<file path="src/hdl/ctc_pkg.sv">
// Shared types and constants for the C-subset token classifier.
// Result record, token kinds, scan modes and result queue sizing.
// No dependencies.
package ctc_pkg;

   localparam int MAX_TOKEN_LEN = 255;

   localparam int QUEUE_DEPTH = 4;
   localparam int QUEUE_AW    = $clog2(QUEUE_DEPTH);

   typedef enum logic [1:0] {
      MODE_IDLE   = 2'd0,
      MODE_IDENT  = 2'd1,
      MODE_NUMBER = 2'd2
   } mode_type;

   typedef enum logic [2:0] {
      KIND_IDENT     = 3'd0,
      KIND_KEYWORD   = 3'd1,
      KIND_NUMBER    = 3'd2,
      KIND_OPERATOR  = 3'd3,
      KIND_SEPARATOR = 3'd4,
      KIND_INVALID   = 3'd5
   } kind_type;

   typedef struct packed {
      kind_type    kind;
      logic [31:0] start;
      logic [7:0]  length;
      logic [7:0]  char_code;
      logic        last;
   } result_type;

   typedef struct packed {
      logic [1:0] count;
      result_type first;
      result_type second;
   } push_type;

endpackage

</file>
<file path="src/hdl/ctc_req_if.sv">
// Input channel of the token classifier: one text byte per transfer.
// Depends on nothing.
interface ctc_req_if;
   logic       valid;
   logic       ready;
   logic [7:0] text_byte;

   modport source (output valid, output text_byte, input ready);
   modport sink   (input valid, input text_byte, output ready);
endinterface

</file>
<file path="src/hdl/ctc_rsp_if.sv">
// Result channel of the token classifier: one token record per transfer.
// Depends on nothing.
interface ctc_rsp_if;
   logic        valid;
   logic        ready;
   logic [2:0]  token_kind;
   logic [31:0] token_start;
   logic [7:0]  token_length;
   logic [7:0]  token_char;
   logic        last_of_run;

   modport source (output valid, output token_kind, output token_start,
                   output token_length, output token_char, output last_of_run,
                   input ready);
   modport sink   (input valid, input token_kind, input token_start,
                   input token_length, input token_char, input last_of_run,
                   output ready);
endinterface

</file>
<file path="src/hdl/ctc_scanner.sv">
// Input register, scan state and per-byte token logic.
// Produces zero, one or two token records per byte for the result queue.
// Depends on ctc_pkg and ctc_req_if.
module ctc_scanner
   import ctc_pkg::*;
(
   input  logic        clock,
   input  logic        reset,
   ctc_req_if.sink     req,
   input  logic        space_ok,
   output push_type    push
);

   localparam int KW_COUNT  = 6;
   localparam int KW_MAXLEN = 5;

   localparam logic [7:0] KW_TEXT [KW_COUNT][KW_MAXLEN] = '{
      '{"i", "n", "t", 8'h00, 8'h00},
      '{"f", "l", "o", "a", "t"},
      '{"i", "f", 8'h00, 8'h00, 8'h00},
      '{"e", "l", "s", "e", 8'h00},
      '{"f", "o", "r", 8'h00, 8'h00},
      '{"w", "h", "i", "l", "e"}
   };
   localparam logic [2:0] KW_LEN [KW_COUNT] = '{3'd3, 3'd5, 3'd2, 3'd4, 3'd3, 3'd5};

   function automatic logic [KW_COUNT-1:0] advance_candidates(
      input logic [KW_COUNT-1:0] mask,
      input logic [7:0]          idx,
      input logic [7:0]          b
   );
      logic [KW_COUNT-1:0] nxt;
      nxt = '0;
      for (int k = 0; k < KW_COUNT; k++) begin
         if (mask[k] && (idx < {5'd0, KW_LEN[k]}) && (KW_TEXT[k][idx[2:0]] == b)) begin
            nxt[k] = 1'b1;
         end
      end
      return nxt;
   endfunction

   logic                in_valid_ff, in_valid_in;
   logic [7:0]          in_byte_ff, in_byte_in;
   mode_type            mode_ff, mode_in;
   logic [31:0]         start_ff, start_in;
   logic [7:0]          len_ff, len_in;
   logic [KW_COUNT-1:0] cand_ff, cand_in;
   logic [31:0]         pos_ff, pos_in;

   logic       fire;
   logic       is_letter, is_digit, is_op, is_sep, is_blank;
   logic       pend_ident, pend_number, kw_hit;
   logic       flush_v, own_v;
   kind_type   own_kind;
   logic [7:0] len_inc;
   result_type flush_res, own_res;

   assign fire      = in_valid_ff && space_ok;
   assign req.ready = !in_valid_ff || fire;

   always_comb begin
      in_valid_in = in_valid_ff;
      in_byte_in  = in_byte_ff;
      if (req.ready) begin
         in_valid_in = req.valid;
         in_byte_in  = req.text_byte;
      end
   end

   always_comb begin
      is_letter = ((in_byte_ff >= "a") && (in_byte_ff <= "z")) ||
                  ((in_byte_ff >= "A") && (in_byte_ff <= "Z")) || (in_byte_ff == "_");
      is_digit  = (in_byte_ff >= "0") && (in_byte_ff <= "9");
      is_op     = (in_byte_ff == "+") || (in_byte_ff == "-") ||
                  (in_byte_ff == "*") || (in_byte_ff == "/");
      is_sep    = (in_byte_ff == ";") || (in_byte_ff == "(") || (in_byte_ff == ")") ||
                  (in_byte_ff == "{") || (in_byte_ff == "}");
      is_blank  = (in_byte_ff == 8'd32) || (in_byte_ff == 8'd10);

      pend_ident  = (mode_ff == MODE_IDENT);
      pend_number = (mode_ff == MODE_NUMBER);

      kw_hit = 1'b0;
      for (int k = 0; k < KW_COUNT; k++) begin
         if (cand_ff[k] && (len_ff == {5'd0, KW_LEN[k]})) begin
            kw_hit = 1'b1;
         end
      end

      len_inc = (len_ff < 8'(MAX_TOKEN_LEN)) ? len_ff + 8'd1 : len_ff;

      mode_in  = mode_ff;
      start_in = start_ff;
      len_in   = len_ff;
      cand_in  = cand_ff;
      pos_in   = pos_ff;
      flush_v  = 1'b0;
      own_v    = 1'b0;
      own_kind = KIND_INVALID;

      if (fire) begin
         if (in_byte_ff == 8'd0) begin
            flush_v  = pend_ident || pend_number;
            mode_in  = MODE_IDLE;
            len_in   = 8'd0;
            cand_in  = '0;
            start_in = 32'd0;
            pos_in   = 32'd0;
         end else begin
            pos_in = pos_ff + 32'd1;
            if (pend_ident && (is_letter || is_digit)) begin
               cand_in = advance_candidates(cand_ff, len_ff, in_byte_ff);
               len_in  = len_inc;
            end else if (pend_number && is_digit) begin
               len_in = len_inc;
            end else begin
               flush_v = pend_ident || pend_number;
               mode_in = MODE_IDLE;
               len_in  = 8'd0;
               cand_in = '0;
               if (is_letter) begin
                  mode_in  = MODE_IDENT;
                  start_in = pos_ff;
                  len_in   = 8'd1;
                  cand_in  = advance_candidates('1, 8'd0, in_byte_ff);
               end else if (is_digit) begin
                  mode_in  = MODE_NUMBER;
                  start_in = pos_ff;
                  len_in   = 8'd1;
               end else if (is_op) begin
                  own_v    = 1'b1;
                  own_kind = KIND_OPERATOR;
               end else if (is_sep) begin
                  own_v    = 1'b1;
                  own_kind = KIND_SEPARATOR;
               end else if (!is_blank) begin
                  own_v    = 1'b1;
                  own_kind = KIND_INVALID;
               end
            end
         end
      end

      flush_res.kind      = pend_ident ? (kw_hit ? KIND_KEYWORD : KIND_IDENT) : KIND_NUMBER;
      flush_res.start     = start_ff;
      flush_res.length    = len_ff;
      flush_res.char_code = 8'd0;
      flush_res.last      = !own_v;

      own_res.kind      = own_kind;
      own_res.start     = pos_ff;
      own_res.length    = 8'd1;
      own_res.char_code = in_byte_ff;
      own_res.last      = 1'b1;

      push.count  = {1'b0, flush_v} + {1'b0, own_v};
      push.first  = flush_v ? flush_res : own_res;
      push.second = own_res;
   end

   always_ff @(posedge clock) begin
      if (reset) begin
         in_valid_ff <= 1'b0;
         mode_ff     <= MODE_IDLE;
         start_ff    <= 32'd0;
         len_ff      <= 8'd0;
         cand_ff     <= '0;
         pos_ff      <= 32'd0;
      end else begin
         in_valid_ff <= in_valid_in;
         mode_ff     <= mode_in;
         start_ff    <= start_in;
         len_ff      <= len_in;
         cand_ff     <= cand_in;
         pos_ff      <= pos_in;
      end
   end

   always_ff @(posedge clock) begin
      in_byte_ff <= in_byte_in;
   end

endmodule

</file>
<file path="src/hdl/ctc_result_queue.sv">
// Small result queue: takes up to two token records a cycle, hands out one.
// Depends on ctc_pkg and ctc_rsp_if.
module ctc_result_queue
   import ctc_pkg::*;
(
   input  logic     clock,
   input  logic     reset,
   input  push_type push,
   output logic     space_ok,
   ctc_rsp_if.source rsp
);

   result_type            mem_ff [QUEUE_DEPTH];
   logic [QUEUE_AW-1:0]   rd_ptr_ff, rd_ptr_in;
   logic [QUEUE_AW-1:0]   wr_ptr_ff, wr_ptr_in;
   logic [QUEUE_AW:0]     count_ff, count_in;
   logic                  pop;
   result_type            head;

   assign pop      = rsp.valid && rsp.ready;
   assign space_ok = (count_ff <= (QUEUE_AW + 1)'(QUEUE_DEPTH - 2));

   always_comb begin
      rd_ptr_in = pop ? rd_ptr_ff + QUEUE_AW'(1) : rd_ptr_ff;
      wr_ptr_in = wr_ptr_ff + QUEUE_AW'(push.count);
      count_in  = count_ff + (QUEUE_AW + 1)'(push.count) - (QUEUE_AW + 1)'(pop);
   end

   always_ff @(posedge clock) begin
      if (reset) begin
         rd_ptr_ff <= '0;
         wr_ptr_ff <= '0;
         count_ff  <= '0;
      end else begin
         rd_ptr_ff <= rd_ptr_in;
         wr_ptr_ff <= wr_ptr_in;
         count_ff  <= count_in;
      end
   end

   always_ff @(posedge clock) begin
      if (push.count != 2'd0) begin
         mem_ff[wr_ptr_ff] <= push.first;
      end
      if (push.count == 2'd2) begin
         mem_ff[wr_ptr_ff + QUEUE_AW'(1)] <= push.second;
      end
   end

   assign head             = mem_ff[rd_ptr_ff];
   assign rsp.valid        = (count_ff != '0);
   assign rsp.token_kind   = head.kind;
   assign rsp.token_start  = head.start;
   assign rsp.token_length = head.length;
   assign rsp.token_char   = head.char_code;
   assign rsp.last_of_run  = head.last;

endmodule

</file>
<file path="src/hdl/c_subset_token_classifier.sv">
// Top level of the C-subset token classifier.
// Depends on ctc_pkg, ctc_req_if, ctc_rsp_if, ctc_scanner, ctc_result_queue.
//
// Usage:
//   req_chan carries one text byte per transfer; byte 0 ends the text, flushes
//   a pending identifier, keyword or number and restarts the byte offset at 0.
//   rsp_chan carries one token record per transfer: kind, start offset,
//   length (saturating at 255), the character for one-character tokens, and
//   last_of_run on the final record caused by a given byte.
//   A byte is taken every cycle while the result queue has room for two
//   records. A record passes the input register and the result queue
//   before rsp_chan; a byte that ends a token and is a token itself gives
//   two records, taken together and handed out one at a time. With at most
//   one record per byte on average and no receiver stall the block sustains
//   one byte per cycle; the single-record-a-cycle output port is the limit.
//   Reset clears the scan state, the byte offset and the queue.
//   When the receiver stalls the queue fills (up to four records); once it
//   holds three or more, a waiting byte stays in the input register and
//   req_chan ready drops until records drain; nothing is lost.
module c_subset_token_classifier
   import ctc_pkg::*;
(
   input  logic      clock,
   input  logic      reset,
   ctc_req_if.sink   req_chan,
   ctc_rsp_if.source rsp_chan
);

   push_type push;
   logic     space_ok;

   ctc_scanner u_scanner (
      .clock    (clock),
      .reset    (reset),
      .req      (req_chan),
      .space_ok (space_ok),
      .push     (push)
   );

   ctc_result_queue u_queue (
      .clock    (clock),
      .reset    (reset),
      .push     (push),
      .space_ok (space_ok),
      .rsp      (rsp_chan)
   );

endmodule

</file>
<file path="src/flat_wrapper.sv">
// flat-port wrapper written by rule: the top's interface ports become plain ports
module c_subset_token_classifier_flat import ctc_pkg::*;
  (clock, reset, req_chan_valid, req_chan_text_byte, req_chan_ready, rsp_chan_valid, rsp_chan_token_kind, rsp_chan_token_start, rsp_chan_token_length, rsp_chan_token_char, rsp_chan_last_of_run, rsp_chan_ready);
  ctc_req_if req_chan_i ();
  ctc_rsp_if rsp_chan_i ();
  input  logic clock;
  input  logic reset;
  input wire logic [$bits(req_chan_i.valid)-1:0] req_chan_valid;
  input wire logic [$bits(req_chan_i.text_byte)-1:0] req_chan_text_byte;
  output wire logic [$bits(req_chan_i.ready)-1:0] req_chan_ready;
  output wire logic [$bits(rsp_chan_i.valid)-1:0] rsp_chan_valid;
  output wire logic [$bits(rsp_chan_i.token_kind)-1:0] rsp_chan_token_kind;
  output wire logic [$bits(rsp_chan_i.token_start)-1:0] rsp_chan_token_start;
  output wire logic [$bits(rsp_chan_i.token_length)-1:0] rsp_chan_token_length;
  output wire logic [$bits(rsp_chan_i.token_char)-1:0] rsp_chan_token_char;
  output wire logic [$bits(rsp_chan_i.last_of_run)-1:0] rsp_chan_last_of_run;
  input wire logic [$bits(rsp_chan_i.ready)-1:0] rsp_chan_ready;
  assign req_chan_i.valid = req_chan_valid;
  assign req_chan_i.text_byte = req_chan_text_byte;
  assign req_chan_ready = req_chan_i.ready;
  assign rsp_chan_valid = rsp_chan_i.valid;
  assign rsp_chan_token_kind = rsp_chan_i.token_kind;
  assign rsp_chan_token_start = rsp_chan_i.token_start;
  assign rsp_chan_token_length = rsp_chan_i.token_length;
  assign rsp_chan_token_char = rsp_chan_i.token_char;
  assign rsp_chan_last_of_run = rsp_chan_i.last_of_run;
  assign rsp_chan_i.ready = rsp_chan_ready;
  c_subset_token_classifier u_core (.clock(clock), .reset(reset), .req_chan(req_chan_i), .rsp_chan(rsp_chan_i));
endmodule
</file>
<file path="config.mk">
export PLATFORM = sky130hd
export DESIGN_NAME = c_subset_token_classifier_flat
export DESIGN_NICKNAME = d
export VERILOG_FILES = /design/src/hdl/ctc_pkg.sv /design/src/hdl/ctc_req_if.sv /design/src/hdl/ctc_rsp_if.sv /design/src/hdl/ctc_scanner.sv /design/src/hdl/ctc_result_queue.sv /design/src/hdl/c_subset_token_classifier.sv /design/src/flat_wrapper.sv
export SDC_FILE = /design/constraint.sdc
export NUM_CORES = 1
export LEC_CHECK = 0
export ABC_AREA = 1
export BUFFER_PORTS_ARGS = -buffer_cell sky130_fd_sc_hd__buf_2
export CAP_MARGIN = 20
export CORE_MARGIN = 2
export CORE_UTILIZATION = 54
export CTS_BUF_LIST = sky130_fd_sc_hd__clkbuf_4
export DETAILED_ROUTE_END_ITERATION = 16
export PLACE_DENSITY = 0.71
export SKIP_LAST_GASP = 1
export SYNTH_ARGS = -nofsm -noshare
export SYNTH_HDL_FRONTEND = slang
export SYNTH_SLANG_ARGS = --single-unit
</file>
<file path="constraint.sdc">
create_clock -name clock -period 5.38 [get_ports clock]
set_input_delay 0.807 -clock clock [delete_from_list [all_inputs] [get_ports clock]]
set_output_delay 0.807 -clock clock [all_outputs]
set_load 0.03 [all_outputs]
</file>
==> results of run 1 <==
==> path summary, 6_finish.rpt <==
| kind | to | startpoint | cells after the start | slack [ns] |
|---|---|---|---|---|
| setup / recovery | u_core.u_queue.mem_ff[2][25]$_DFFE_PP_ | u_core.u_scanner.in_byte_ff[2]$_DFFE_PP_ | 14 | 1.55 |
| hold / removal | u_core.u_scanner.in_byte_ff[2]$_DFFE_PP_ | req_chan_text_byte[2] | 1 | 0.27 |
| setup reg to reg | u_core.u_queue.mem_ff[2][25]$_DFFE_PP_ | u_core.u_scanner.in_byte_ff[2]$_DFFE_PP_ | 14 | 1.55 |
| hold reg to reg | u_core.u_queue.mem_ff[2][13]$_SDFFE_PP0P_ | u_core.u_queue.mem_ff[2][13]$_SDFFE_PP0P_ | 2 | 0.45 |
==> cell usage in the layout (no fill, tap or decap), types with 4 or more instances in the layout <==
cell type	instances
sky130_fd_sc_hd__a21oi_1	87
sky130_fd_sc_hd__o22ai_1	53
sky130_fd_sc_hd__inv_2	4
sky130_fd_sc_hd__dfxtp_1	124
sky130_fd_sc_hd__nand2_1	523
sky130_fd_sc_hd__xor2_1	10
sky130_fd_sc_hd__buf_4	25
sky130_fd_sc_hd__nand3_1	246
sky130_fd_sc_hd__buf_2	65
sky130_fd_sc_hd__o21a_1	5
sky130_fd_sc_hd__edfxtp_1	180
sky130_fd_sc_hd__o21ai_2	5
sky130_fd_sc_hd__ha_1	19
sky130_fd_sc_hd__o21ai_0	128
sky130_fd_sc_hd__clkbuf_4	128
sky130_fd_sc_hd__inv_1	154
sky130_fd_sc_hd__clkinv_1	13
sky130_fd_sc_hd__nor3_2	4
sky130_fd_sc_hd__nor2_1	244
sky130_fd_sc_hd__nand2_2	23
sky130_fd_sc_hd__nand4_1	47
sky130_fd_sc_hd__nor3_1	28
==> kinds of logic (layout without fill, tap and decap cells) <==
| family | Yosys count | count (layout) | synth area share [%] |
|---|---|---|---|
| other | 0 | 1 | 0 |
| xor gates and xnor gates | 12 | 12 | 0.663 |
| DFF | 306 | 306 | 50.0 |
| buffers and inverters | 293 | 400 | 7.20 |
| AOI/OAI and AO/OA | 291 | 291 | 10.0 |
| and+or+nand+nor | 1130 | 1130 | 30.5 |
| adders and majority gates | 20 | 20 | 1.62 |
==> registers in the layout, indices dropped and copies added (netlist names), named ones only <==
signal                        flops
u_core.u_queue.count_ff           3
u_core.u_queue.mem_ff           208
u_core.u_queue.rd_ptr_ff          2
u_core.u_queue.wr_ptr_ff          2
u_core.u_scanner.cand_ff          6
u_core.u_scanner.in_byte_ff       8
u_core.u_scanner.in_valid_ff      1
u_core.u_scanner.len_ff           8
u_core.u_scanner.mode_ff          2
u_core.u_scanner.pos_ff          32
u_core.u_scanner.start_ff        32
==> worst max-delay path, stage by stage (launching register included) <==
cell                       delay [ns]
sky130_fd_sc_hd__edfxtp_1        0.72
sky130_fd_sc_hd__nor2_1          0.13
sky130_fd_sc_hd__nand2_1         0.18
sky130_fd_sc_hd__nor2_4          0.08
sky130_fd_sc_hd__nor2_1          0.21
sky130_fd_sc_hd__inv_1           0.13
sky130_fd_sc_hd__nor2_1          0.12
sky130_fd_sc_hd__inv_1           0.04
sky130_fd_sc_hd__nor2_1          0.16
sky130_fd_sc_hd__inv_1           0.07
sky130_fd_sc_hd__ha_1            0.25
sky130_fd_sc_hd__nor3_2          0.21
sky130_fd_sc_hd__inv_1           0.07
sky130_fd_sc_hd__nand2_2         0.63
sky130_fd_sc_hd__buf_4           0.47
==> through the flow <==
step | hold slack, ns | std cells
final | 0.272 | 2544
after global placement | 0.432 | 2394
after detailed placement | 0.436 | 2395
after floorplan | 0.421 | 2052
after CTS | 0.237 | 2542
after global routing | 0.244 | 2544
==> per-layer routing <==
metal  part of all wire, %  up-vias
li1                      -     7008
met4                   2.3        0
met1                    42     6889
met5                     0        -
met2                    47      736
met3                   9.2      113
==> cell type report <==
| cell class | instances | area [sq um] | area share, % |
|---|---|---|---|
| sequential | 306 | 7930 | 45.2 |
| antenna | 1 | 2.50 | 0.0143 |
| clock inverter | 19 | 150 | 0.856 |
| timing repair buffer | 92 | 568 | 3.24 |
| multi-input combinational | 1453 | 6830 | 39.0 |
| inverter | 161 | 604 | 3.45 |
| tap | 384 | 480 | 2.74 |
| clock buffer | 128 | 961 | 5.48 |
==> power breakdown <==
group          leakage, nW  switching (mW)  internal, mW
registers             2.73           0.129          2.62
clock network        0.658           0.996          1.18
logic                 3.97            1.23         0.421
total                 7.36            2.35          4.22
==> summary.md, run 1 <==
The flow ran to the end, and the final reports show no timing, DRC or antenna violations. The design draws 6.57 mW. The number of enable flip-flop cells after synthesis came out at 180. The type of the setup path with the least slack is flip-flop to flip-flop.

The area growth from synthesis to layout is 10.5%. At the pin with the least slew margin, the transition time is 1.06 ns. At the worst endpoint, the required time is 5.75 ns. The worst setup path is captured at a flip-flop. The first global-routing pass estimated 74.6 mm of wire.

Across the routed clock network, the largest skew measured is 0.0350 ns. Met3 global-route usage: 5.54%. The total overflow left after global routing is 0.

The post-CTS setup-driven buffer insertion count was 0. Global routing used 49.9% of the available met2 tracks. Setup violations remaining at the end of the flow were counted as 0. Total negative slack: 0 ns. Among all flip-flop cells after synthesis, the most frequent one is sky130_fd_sc_hd__edfxtp_1. After synthesis, the largest area contributor takes up 34.1% of total cell area. For the count of nets after finishing, the log shows 2,127.

The count of unresolved DRC violations after routing came out at 0. In this run the most used layer during global routing was met2. The run gives 29.0 mm as the HPWL after detailed placement. The global-route total usage across every layer came out at 30.6%. Yosys instantiated no cell more often than sky130_fd_sc_hd__nand2_1.

The tools report the number of antenna violations at the first check in global routing as 1. The number of sinks on the clock net was 306; the maximum ir drop on the vdd rail was 252 uV. The fraction of final layout cells with drive strength greater than 1 is 12.9%. Of all nets on the critical path, the largest fanout is 29.

Clock-pin slew was measured on the worst setup and hold paths at 0.07 ns. Yosys mapped the design onto 46 distinct sky130hd cell types. The tools report the pre-CTS setup slack as 1.57 ns. The post-layout minimum cycle time is 3.83 ns, and the overall via count from detail_route is 14,746. Of the available clock period, the critical path in the final layout requires 71.2%.

The floorplan die area is 0.0308 sq mm. The largest area contributor in the netlist was sky130_fd_sc_hd__edfxtp_1. Counting every net in the synthesized netlist gives 2,084. TritonCTS built the clock tree.

The height of the chip is 175 um, and the final design area excluding fillers is 0.0175 sq mm. During synthesis, Yosys emitted a total of 0 warnings. Sorting the synthesized cells by how often they occur yields sky130_fd_sc_hd__nand2_1, sky130_fd_sc_hd__nand3_1, sky130_fd_sc_hd__nor2_1.

The post-route core utilization was 60.9%; the row count was 62. Global routing consumed, on the met1 layer, 41.0% of the routing resources. The achievable clock frequency was 0.261 GHz; the share of synthesized flip-flops with an asynchronous set or reset was 0%. Port buffering added 65 buffers.

The clock reaches the later pin of the worst-skew pair after 0.72 ns. The tools report the count of endpoints failing hold in the final timing report as 0. The boundary pin count is 66. The run gives 4.20 ns as the worst endpoint data arrival time. Fill cells in the final layout number 2,571. After clock tree synthesis, the repair step resized 0 gates. The tree is rooted in a sky130_fd_sc_hd__clkbuf_4.

The number of vias per cell after detailed routing works out to 5.80. The total wire length after detailed routing is 46.7 mm. The tool flagged a number of max-cap violations equal to 0. The synthesized netlist occupies a cell area of 0.0159 sq mm.

STA classifies the critical path startpoint as a flip-flop. The run gives 65 as the maximum number of pins on one net before global-route repair. Across all setup checks in the final design, the least slack found is 1.55 ns. Setup repair after global routing left no endpoint under its margin. The region available for standard cell placement spans 0.0288 sq mm.

The number of nets still failing antenna checks after routing is 0. The H-tree generated during clock tree synthesis spans 3 levels. For the number of global-route vias before repair, the log shows 14,414. The post-place instance area came out at 0.0164 sq mm.

The total CTS buffers is 81. The effective utilization at floorplan is 55.1%. In this run the tightest slew margin relative to its limit is 29.5%.

The horizontal die dimension was 175 um; the power density over the cells was 375 mW/mm^2. The first routing iteration left 1,751 violations. The average instance area after synthesis is 7.73 sq um, and the average routed wire per standard cell is 18.3 um. For the number of slew-limit violations in the final report, the log shows 0.

The logs give 50.0% for the portion of the post-synthesis area used by sequential elements and 2,052 for the number of instances in the synthesized netlist. Sorting the synthesized cells by area gives the leading types as sky130_fd_sc_hd__edfxtp_1, sky130_fd_sc_hd__dfxtp_1, sky130_fd_sc_hd__nand2_1. The largest buffer count on any clock path is 3, and the routability congestion estimate is 0.887. The first detailed-routing pass ran for 6 iterations.

The run gives 0 as the cts-stage hold buffer count. The worst hold path belongs to the class input pin to flip-flop. The number of register bits inferred by synthesis works out to 306.

In this run the static leakage power is 7.36 nW.
Power figures use the tool's default switching activity.
==> run 2: changes to the inputs <==
--- a/config.mk
+++ b/config.mk
@@ -5,14 +5,14 @@
 export SDC_FILE = /design/constraint.sdc
 export NUM_CORES = 1
 export LEC_CHECK = 0
-export ABC_AREA = 1
+export ABC_AREA = 0
 export BUFFER_PORTS_ARGS = -buffer_cell sky130_fd_sc_hd__buf_2
 export CAP_MARGIN = 20
 export CORE_MARGIN = 2
 export CORE_UTILIZATION = 54
 export CTS_BUF_LIST = sky130_fd_sc_hd__clkbuf_4
 export DETAILED_ROUTE_END_ITERATION = 16
-export PLACE_DENSITY = 0.71
+export PLACE_DENSITY = 0.74
 export SKIP_LAST_GASP = 1
 export SYNTH_ARGS = -nofsm -noshare
 export SYNTH_HDL_FRONTEND = slang
==> constraint.sdc (replaced) <==
create_clock -name clock -period 3.5 [get_ports clock]
set_input_delay 0.525 -clock clock [delete_from_list [all_inputs] [get_ports clock]]
set_output_delay 0.525 -clock clock [all_outputs]
set_load 0.03 [all_outputs]
==> run 2 against run 1 <==
Compared with the run above:
- cell area down 6.8%
- via count down 32%
- worst setup slack worse by 1.4 ns
- largest power group unchanged
- critical endpoint is now u_core.u_queue.mem_ff[2][30]$_DFFE_PP_
- first-iteration DRC count down 56%
- sequential share of layout area up 3.3 points
==> summary.md, run 2 <==
STA classifies the critical path startpoint as a flip-flop. The run gives 4.03 ns (-1.72 ns) as the critical path required time. The boundary pin count is 66 (unchanged).

The power density over the cells is 588 mW/mm^2 (+57%), and the count of endpoints failing hold in the final timing report is 0 (unchanged). The tools report the achievable clock frequency as 0.299 GHz (+14%). The starting DRC count in detailed routing was 775 (-56%); the number of flip-flops under the largest register name was 208 (unchanged). TritonCTS built the clock tree. The share of synthesized flip-flops with an asynchronous set or reset works out to 0% (unchanged). The cell chosen for the clock root is sky130_fd_sc_hd__clkbuf_4. Power dissipated by switching net loads: 2.99 mW (+27%). Global-route total usage across every layer: 24.9% (-5.7 points). Leaving out fill and tap cells, the most frequent cells in the layout are sky130_fd_sc_hd__a22o_1, sky130_fd_sc_hd__edfxtp_1, sky130_fd_sc_hd__clkbuf_4. The maximum number of pins on one net before global-route repair came out at 53 (-18%). By area the synthesized netlist is led by sky130_fd_sc_hd__edfxtp_1, sky130_fd_sc_hd__dfxtp_1, sky130_fd_sc_hd__a22o_1. The overall via count from detail_route came out at 10,005 (-32%). The run gives 0.0260 sq mm (-9.7%) as the area of the core region. The tools report the final design area excluding fillers as 0.0163 sq mm (-6.8%).

Count of yosys warnings during synthesis: 0 (unchanged). The height of the chip works out to 166 um (-5.2%). The number of nets still failing antenna checks after routing was 0 (unchanged). The post-place instance area is 0.0151 sq mm (-7.7%), and the horizontal die dimension is 166 um (-5.2%).

The count of unresolved DRC violations after routing came out at 0 (unchanged). The first-pass GRT wire length was 54.8 mm (-27%). The number of enable flip-flop cells after synthesis works out to 180 (unchanged).

Counting flops per register, the top entry is u_core.u_queue.mem_ff. The number of register bits inferred by synthesis is 306 (unchanged), and the post-route core utilization is 62.9% (+1.9 points). On the critical path the largest part of the delay comes from simple AND/OR/NAND/NOR gates.

The tools report the standby leakage power as 5.75 nW (-22%). The total wire length after detailed routing came out at 34.3 mm (-26%). The pre-CTS setup slack is 0.157 ns (-1.41 ns).

Setup repair after global routing could not meet its margin everywhere. The average instance area after synthesis is 12.5 sq um (+62%), and the max-cap violation count is 0 (unchanged). The tools report the largest buffer count on any clock path as 3 (unchanged). The number of buffer and inverter stages on the critical path came out at 1 (-4).

The largest driver fanout on the critical path was 23 (-21%). The area of the mapped netlist was 0.0142 sq mm (-10%); the instance count on the critical path was 10 (-4). The end point of the critical path was u_core.u_queue.mem_ff[2][30]$_DFFE_PP_. Maximum ir drop on the vdd rail: 511 uV (+100%).

The largest stage delay on the critical path is 0.58 ns (-0.14 ns), and the top-area cell type share of the netlist area is 38.0% (+4.0 points). sky130_fd_sc_hd__a22o_1 is the most common cell in the netlist. For the number of standard cells in the layout, taps in and fillers out, the log shows 1,633 (-36%).

The row count came out at 59 (-4.8%). The logs give 3 (unchanged) for the number of levels the H-tree was split into and 10,199 (-29%) for the number of global-route vias before repair. Most frequent standard cell in the layout excluding fill and tap cells: sky130_fd_sc_hd__a22o_1. The overall overflow remaining after global route is 0 (unchanged), and the worst-margin pin slew is 0.673 ns (-0.383 ns). The worst setup path is captured at a flip-flop. The number of slew-limit violations in the final report came out at 0 (unchanged). The run gives 0.0276 sq mm (-10%) as the floorplan die area. In this run the worst setup path begins at u_core.u_scanner.in_byte_ff[1]$_DFFE_PP_.

The fraction of final layout cells with drive strength greater than 1 works out to 26.1% (+13 points). The area taken by flip-flops and latches came out at 0.00793 sq mm (unchanged). The run gives 54.9% (+25 points) as the worst max-slew margin expressed relative to the limit. The count of nets after finishing came out at 1,265 (-41%). The length in cells of the worst reg-to-reg path works out to 10 (-4).

The run gives 33.2% (about the same) as the share of power burned in the clock network. The tools report the sequential share of power as 43.5% (+1.8 points). The portion of the post-synthesis area used by sequential elements came out at 55.8% (+5.8 points). Traced cell by cell, the critical path runs through or4_4, o211ai_2, a31o_4, nand2_2, or3_1, ha_2, or3b_2, nor3_4, buf_12, a22o_1. In the synthesized netlist the dominant register cell turns out to be sky130_fd_sc_hd__edfxtp_1. The slowest stage cell on the critical path is sky130_fd_sc_hd__or4_4.

The worst setup path is of the flip-flop to flip-flop kind. The average routed wire per standard cell came out at 21.0 um (+15%). The clock latency on the worst-skew pair is 0.73 ns (about the same). The number of vias per cell after detailed routing was 6.13 (+5.7%); the worst endpoint data arrival time was 3.88 ns (-0.32 ns). The setup slack of the worst register-to-register path was 0.15 ns (-1.40 ns); the number of placed instances with taps included was 1,478 (-38%).

The largest registers in the layout are u_core.u_queue.mem_ff: 208 flops, u_core.u_scanner.pos_ff: 32 flops, u_core.u_scanner.start_ff: 32 flops. For the total area of multi-input combinational cells, the log shows 0.00576 sq mm (-16%). The final setup slack of the worst path was 0.152 ns (-1.40 ns). The internal power was 6.62 mW (+57%); the total CTS buffers was 79 (-2.5%). The number of antenna violations at the first check in global routing is 2 (+1), and the layout-stage area growth over the synthesis result is 14.9%.

Net count of the mapped netlist: 1,169 (-44%). The path class of the tightest hold or removal check is input pin to flip-flop. The number of instances in the synthesized netlist came out at 1,137 (-45%). For the effective utilization at floorplan, the log shows 54.7% (-0.41 points). For the detailed-routing iteration count for the pre-antenna-repair pass, the log shows 7 (+1).

HPWL after detailed placement: 20.6 mm (-29%). The capturing point of the worst reg2reg path is u_core.u_queue.mem_ff[2][30]$_DFFE_PP_. The number of endpoints failing setup at the final stage came out at 0 (unchanged).

Largest area contributor in the netlist: sky130_fd_sc_hd__edfxtp_1. For the combinational share of power, the log shows 23.3% (-1.8 points). The fill cell instance count of the final layout is 2,015 (-22%), and the register clock-pin slew on the reported worst setup and hold paths is 0.06 ns (about the same). In the synthesized netlist, the cells that appear most often are sky130_fd_sc_hd__a22o_1, sky130_fd_sc_hd__edfxtp_1, sky130_fd_sc_hd__dfxtp_1. The switching fraction of total power is 31.1% (-4.7 points), and the post-layout minimum cycle time is 3.35 ns (-0.481 ns).

The flow ran to the end, and the final reports show no timing, DRC or antenna violations. The post-route clock period utilization was 95.7% (+24 points). The tools report the launch point of the worst reg-to-reg path as u_core.u_scanner.in_byte_ff[1]$_DFFE_PP_. The number of sinks on the clock net was 306 (unchanged). The count of port buffers added during placement was 65 (unchanged). The tools report the worst-case clock skew as 0.0700 ns (+0.0350 ns).

The routability congestion estimate was 0.888 (+0.20%). The distinct cell type count after synthesis was 68 (+48%).
run 2: tightest hold or removal path, delay by kind of cell:
kind	cells	cell delay, ns
buffers and inverters	1	0.08
AND/OR/NAND/NOR	1	0.07
AO/OA/AOI/OAI	1	0.03
run 2: logic make-up after synthesis:
group,share of synthesized area [%]
simple gates,10.6
xor+xnor,3.20
compound gates,15.8
fa+ha+maj,1.81
buf+inv,4.26
mux,8.56
flops,55.8
run 2: power by group through the flow:
stage	Combinational (mW)	Clock, mW	Sequential (mW)
after floorplan	1.66	0	4.15
after global placement	2.22	0	4.25
after detailed placement	2.24	0	4.26
after CTS	2.25	3.25	4.19
after global routing	2.37	3.46	4.21
final	2.24	3.19	4.18
run 2: routing by layer:
layer  GRT usage [%]  part of all wire, %  vias up
met5               0                    0        -
li1                -                    -     4608
met1            33.1                   43     4953
met2            41.2                   49      391
met4            8.51                  1.7        0
met3            4.91                  7.1       53
run 2: area by class of cell:
class                           instances  share of cell area [%]
Antenna cell                            3                  0.0460
Clock buffer                          127                    5.84
Clock inverter                         16                   0.705
Inverter                               26                   0.689
Multi-Input combinational cell        693                    35.2
Sequential cell                       306                    48.6
Tap cell                              335                    2.57
Timing Repair Buffer                  127                    6.34
run 2: worst min-delay path by stage:
stage / start / end / slack, ns / cells after the start
final: req_chan_valid / u_core.u_scanner.in_valid_ff$_SDFFE_PP0P_ / 0.05 / 3
after floorplan: u_core.u_queue.mem_ff[2][16]$_SDFFE_PP0P_ / u_core.u_queue.mem_ff[2][16]$_SDFFE_PP0P_ / 0.44 / 1
after global placement: u_core.u_queue.mem_ff[1][11]$_SDFFE_PP0P_ / u_core.u_queue.mem_ff[1][11]$_SDFFE_PP0P_ / 0.45 / 1
after CTS: req_chan_valid / u_core.u_scanner.in_valid_ff$_SDFFE_PP0P_ / 0.02 / 3
after detailed placement: u_core.u_queue.mem_ff[1][11]$_SDFFE_PP0P_ / u_core.u_queue.mem_ff[1][11]$_SDFFE_PP0P_ / 0.45 / 1
after global routing: req_chan_valid / u_core.u_scanner.in_valid_ff$_SDFFE_PP0P_ / 0.05 / 3
run 2: metrics by stage:
stage	hold slack, ns	power [mW]	TNS, ns
floorplan	0.437	5.81	0
global placement	0.451	6.47	0
detailed placement	0.455	6.50	0
CTS	0.0156	9.69	0
global route	0.0487	10.1	-0.0106
finish	0.0506	9.61	0
run 2: what timing repair did:
action | CTS | global route
hold buffers | 8 | 0
gates resized for setup | 0 | 4
hold endpoints to repair | 8 | 0
setup buffers | 0 | 0
setup endpoints to repair | 0 | 57
